## src/hw/rtl/srsa_pkg.sv

```systemverilog
// Shared types, codes and defaults for the sparse row scatter accumulator.
package srsa_pkg;

  localparam int NUM_COLUMNS_DEF = 1024;
  localparam int MAX_PATTERN_DEF = 65536;
  localparam int VALUE_WIDTH_DEF = 32;

  typedef enum logic [1:0] {
    MODE_PLUS  = 2'd0,
    MODE_MINUS = 2'd1,
    MODE_TIMES = 2'd2,
    MODE_DIV   = 2'd3
  } mode_t;

  typedef enum logic [1:0] {
    ERR_NONE = 2'd0,
    ERR_SAT  = 2'd1,
    ERR_DIVZ = 2'd2,
    ERR_FULL = 2'd3
  } err_t;

  typedef enum logic [2:0] {
    ST_CLEAR,
    ST_IDLE,
    ST_READ,
    ST_MHI,
    ST_MLO,
    ST_DIVLD,
    ST_DIV,
    ST_FIN
  } state_t;

  typedef struct packed {
    logic accept;
    logic capture;
    logic mul_hi;
    logic mul_lo;
    logic div_load;
    logic div_step;
    logic clr_step;
    logic commit;
  } cmd_t;

  typedef struct packed {
    logic  in_range;
    logic  claim_now;
    mode_t mode;
    logic  p_zero;
    logic  div_last;
    logic  clr_last;
  } status_t;

endpackage

```

## src/hw/rtl/srsa_ctrl.sv

```systemverilog
// Sequencer for the sparse row scatter accumulator.
module srsa_ctrl (
  input  logic              clk,
  input  logic              rst_n,
  input  logic              in_valid,
  output logic              in_ready,
  output logic              out_valid,
  input  logic              out_ready,
  input  srsa_pkg::status_t st,
  output srsa_pkg::cmd_t    cmd
);

  srsa_pkg::state_t state_r, state_nxt;
  logic out_valid_r, out_valid_nxt;
  logic out_free;

  assign out_free = !out_valid_r || out_ready;

  always_comb begin
    state_nxt = state_r;
    unique case (state_r)
      srsa_pkg::ST_CLEAR: if (st.clr_last) state_nxt = srsa_pkg::ST_IDLE;
      srsa_pkg::ST_IDLE:  if (in_valid) state_nxt = srsa_pkg::ST_READ;
      srsa_pkg::ST_READ: begin
        if (!st.in_range || st.claim_now) begin
          state_nxt = srsa_pkg::ST_FIN;
        end else begin
          unique case (st.mode)
            srsa_pkg::MODE_TIMES: state_nxt = srsa_pkg::ST_MHI;
            srsa_pkg::MODE_DIV:   state_nxt = srsa_pkg::ST_DIVLD;
            default:              state_nxt = srsa_pkg::ST_FIN;
          endcase
        end
      end
      srsa_pkg::ST_MHI:   state_nxt = srsa_pkg::ST_MLO;
      srsa_pkg::ST_MLO:   state_nxt = srsa_pkg::ST_FIN;
      srsa_pkg::ST_DIVLD: state_nxt = st.p_zero ? srsa_pkg::ST_FIN : srsa_pkg::ST_DIV;
      srsa_pkg::ST_DIV:   if (st.div_last) state_nxt = srsa_pkg::ST_FIN;
      srsa_pkg::ST_FIN:   if (out_free) state_nxt = srsa_pkg::ST_IDLE;
      default:            state_nxt = srsa_pkg::ST_CLEAR;
    endcase
  end

  always_comb begin
    cmd          = '0;
    in_ready     = 1'b0;
    unique case (state_r)
      srsa_pkg::ST_CLEAR: cmd.clr_step = 1'b1;
      srsa_pkg::ST_IDLE: begin
        in_ready   = 1'b1;
        cmd.accept = in_valid;
      end
      srsa_pkg::ST_READ:  cmd.capture  = 1'b1;
      srsa_pkg::ST_MHI:   cmd.mul_hi   = 1'b1;
      srsa_pkg::ST_MLO:   cmd.mul_lo   = 1'b1;
      srsa_pkg::ST_DIVLD: cmd.div_load = 1'b1;
      srsa_pkg::ST_DIV:   cmd.div_step = 1'b1;
      srsa_pkg::ST_FIN:   cmd.commit   = out_free;
      default: ;
    endcase
  end

  always_comb begin
    out_valid_nxt = out_valid_r;
    if (cmd.commit) begin
      out_valid_nxt = 1'b1;
    end else if (out_ready) begin
      out_valid_nxt = 1'b0;
    end
  end

  always_ff @(posedge clk) begin
    if (!rst_n) begin
      state_r     <= srsa_pkg::ST_CLEAR;
      out_valid_r <= 1'b0;
    end else begin
      state_r     <= state_nxt;
      out_valid_r <= out_valid_nxt;
    end
  end

  assign out_valid = out_valid_r;

  a_accept_read: assert property (@(posedge clk) disable iff (!rst_n)
    cmd.accept |=> state_r == srsa_pkg::ST_READ)
    else $error("accepted beat did not move to read");
  a_rose_commit: assert property (@(posedge clk) disable iff (!rst_n)
    $rose(out_valid_r) |-> $past(cmd.commit))
    else $error("result appeared without commit");
  a_one_item: assert property (@(posedge clk) disable iff (!rst_n)
    cmd.accept |=> !in_ready)
    else $error("second item taken while one is in flight");

endmodule

```

## config.mk

```make
export PLATFORM = sky130hd
export DESIGN_NAME = srsa_ctrl
export DESIGN_NICKNAME = d
export VERILOG_FILES = /design/src/hw/rtl/srsa_pkg.sv /design/src/hw/rtl/srsa_ctrl.sv
export SDC_FILE = /design/constraint.sdc
export NUM_CORES = 1
export LEC_CHECK = 0
export BUFFER_PORTS_ARGS = -buffer_cell sky130_fd_sc_hd__buf_4
export CAP_MARGIN = 10
export CORE_AREA = 2 2 39 41
export DETAILED_ROUTE_END_ITERATION = 12
export DIE_AREA = 0 0 41 43
export HOLD_SLACK_MARGIN = 0.03
export RECOVER_POWER = 100
export SYNTH_ARGS = -nofsm -noshare
export SYNTH_HDL_FRONTEND = slang
export SYNTH_SLANG_ARGS = --single-unit
export TNS_END_PERCENT = 5
```

## constraint.sdc

```tcl
create_clock -name clk -period 1 [get_ports clk]
set_input_delay 0.05 -clock clk [delete_from_list [all_inputs] [get_ports clk]]
set_output_delay 0.05 -clock clk [all_outputs]
set_load 0.1 [all_outputs]
```

==> metrics.md <==
| Metric | Value |
|---|---|
| Detailed Routing Iterations Pass 1 | 4 |
| Adder-cell area share of the yosys netlist | 0% |
| Area leader, netlist | dfxtp_1 |
| GR Util All Layers | 14.3% |
| FF-to-FF path depth | 5 |
| Synthesis-to-finish area growth | 116% |
| Worst Hold Slack | 0.0671 ns |
| Critical path class | reg2out |
| CTS buffer count | 3 |
| Mapped Cells | 42 |
| Commonest non-fill, non-tap cell in the layout | buf_4 |
| Worst setup EP type | primary output |
| Post-Syn Area | 337 um^2 |
| Worst-Margin Slew | 0.301 ns |
| TNS Setup | -2.67 ns |
| Pre-CTS WS | -0.209 ns |
| Dpl hpwl | 789 um |
| 1st-iter DRT viols | 4 |
| Fraction of layout cells with a size suffix above 1 | 64.3% |
| Syn_area_per_cell | approximately 8 um^2 |
| Top-Level Pins | 21 |
| Die ar. | about 0.0018 mm^2 |
| Drt drc | 0 |
| Clock Skew | 0.00418 ns |
| Initial Utilization | between 20% and 30% |
| Hold Path End | out_valid |
| Footprint of the multi-input gates | about 270 um^2 |
| Fillers | between 100 and 150 |
| Failing checks | negative setup slack |
| CP cell instances | buf_4 -> inv_1 -> nor3b_4 -> buf_12 |
| Fmax | 738 MHz |
| Non-filler cells, final | 86 |
| CP max stage cell | dfxtp_1 |
| Largest net degree at the start of global routing | 11 |
| Root buffer cell | clkbuf_4 |
| Clock Latency Late Sink | 0.23 ns |
| Fin nets | 83 |
| Post-synth top area share | 23.8% |
| Rows | 14 |
| Worst Path Arrival | ~1.3 ns |
| Hold_sp | rst_n |
| Count of cell types in the netlist | 24 |
| Global-route wire length before repair | 1630 um |
| Most frequent cells in the layout | buf_4, buf_12, clkbuf_4, buf_6 |
| # clock sinks | 4 |
| Crit Reg-Reg Startpoint | state_r[2] |
| RSZ-0062 raised after global routing | true |
| R2r endpoint | state_r[0] |
| Crit path launch type | flip-flop |
| YS warnings | 0 |
| Initial antenna violation count | 0 |
| Critical path buffers and inverters | 3 |
| DRT Wirelength | 1010 um |
| Outcome | finished, violations left |
| Hold Path Class | in2reg |
| Final setup viols | 12 |
| Die Y | 43 um |
| Fin. Hold Viols | 0 |
| Hold path cells | 2 |
| Inserted Diodes | 0 |
| Total grt overflow | 0 |
| Final worst path period need | 1.35 ns |
| Top delay family on crit path | buffers and inverters |
| Power per Cell Area | 2170 mW/mm^2 |
| Total core area | around 0.0014 mm^2 |
| Max VDD drop | between 900 and 1000 uV |
| Final Max Slew Viols | 0 |
| FF/Latch Area | 87.6 um^2 |
| Combinational family with the most area after synthesis | simple AND/OR/NAND/NOR gates |
| Vias in the first global route | 397 |
| Synth Area in XOR/XNOR | 0% |
| Max-Cap Viols | 0 |
| WL/cell | between 10 and 15 um |
| Mux contribution to synthesized area | 0% |
| Final ANT Viol Nets | 0 |
| Worst rel slew slack | 80.0% |
| Clock slew at reported path FFs | 0.04 ns |
| Area contributors post-synth | dfxtp_1, nor3b_2, buf_4 |
| Final Cycle Share | 135% |
| Synth Net Count | 53 |
| Routed via count | 398 |
| Routability cong. | 0.703 |
| Sequential fraction of the synthesis area | a little under a quarter |
| Via/cell ratio | between 4 and 5 |
| Inst Count DP | slightly above 80 |
| CTS tree | done |
| Post-synthesis compound-gate area fraction | 17.8% |
| Setup Buffers After CTS | 0 |
| Worst path required time | 0.95 ns |
| Die W | 41 um |
| Reg2reg setup slack | -0.23 ns |
| Synth Area in Simple Gates | a little under half |
| Final WS setup | -0.355 ns |
| Cts hold-fix bufs | 0 |
| Synth Register Bits | 4 |
| H-tree depth | 1 |
| Leak | 0.311 nW |
| Port bufs | 20 |
| Max clock buf depth | 2 |
| Max incr delay on CP | 0.34 ns |
| Crit path max fanout | 4 |
[layer usage]
metal / share of wire, % / GRT usage, % / vias up
met1: 39 / 15.2 / 176
met5: 0 / 0 / -
met3: 4.9 / 3.14 / 0
met4: 0 / 12.0 / 0
met2: 56 / 22.2 / 17
li1: - / - / 205
[power breakdown]
group	total [mW]	internal, mW	switching, mW
Clock	0.199	0.134	0.0644
Combinational	1.11	0.431	0.682
Sequential	0.260	0.199	0.0609
[state kept, by name (all words and copies together) (netlist names)]
signal and cells:
state_r 3, out_valid 1
[what timing repair did]
item                                    CTS  global route
resized for setup                        20             2
endpoints found under the setup margin   13            13
endpoints found under the hold margin     0             0
gates cloned                              0             0
pin swaps                                 3             0
[metrics by stage]
step	cell area, um^2	util, %	power [mW]
floorplan	397	-	1.02
global placement	616	44.5	1.26
detailed placement	616	44.5	1.27
CTS	718	51.9	1.58
global route	726	52.4	1.65
finish	726	52.4	1.57
[worst max-delay path by stage]
stage,end,start,cells after the start,slack (ns)
after floorplan,cmd[7],state_r[1],3,-0.87
after global placement,state_r[0],state_r[2],4,-0.16
after detailed placement,state_r[0],state_r[2],5,-0.21
after CTS,cmd[2],state_r[2],4,-0.36
after global routing,cmd[2],state_r[2],4,-0.42
final,cmd[2],state_r[2],4,-0.35
[layout make-up]
cell class	count	area share, %
clock buffer	3	3.10
inverter	2	1.03
multi-input combinational	32	36.9
sequential	4	12.1
tap	16	2.76
timing repair buffer	29	44.1
[Yosys cell counts (all sizes together)]
| cell | n |
|---|---|
| a211o | 1 |
| a211oi | 1 |
| a21boi | 1 |
| a21oi | 2 |
| and2 | 2 |
| buf | 3 |
| clkbuf | 1 |
| dfxtp | 4 |
| inv | 2 |
| nand2 | 1 |
| nand2b | 1 |
| nand3 | 3 |
| nand3b | 2 |
| nor2 | 4 |
| nor2b | 1 |
| nor3 | 2 |
| nor3b | 4 |
| nor4b | 1 |
| o21ai | 2 |
| o22ai | 1 |
| o311ai | 1 |
| or2b | 1 |
| or3 | 1 |
[cells by family after synthesis]
kind of cell	after synthesis
AND/OR/NAND/NOR	23
buffers and inverters	6
AO/OA/AOI/OAI	9
flip-flops	4
(Power assumes the default switching activity.)
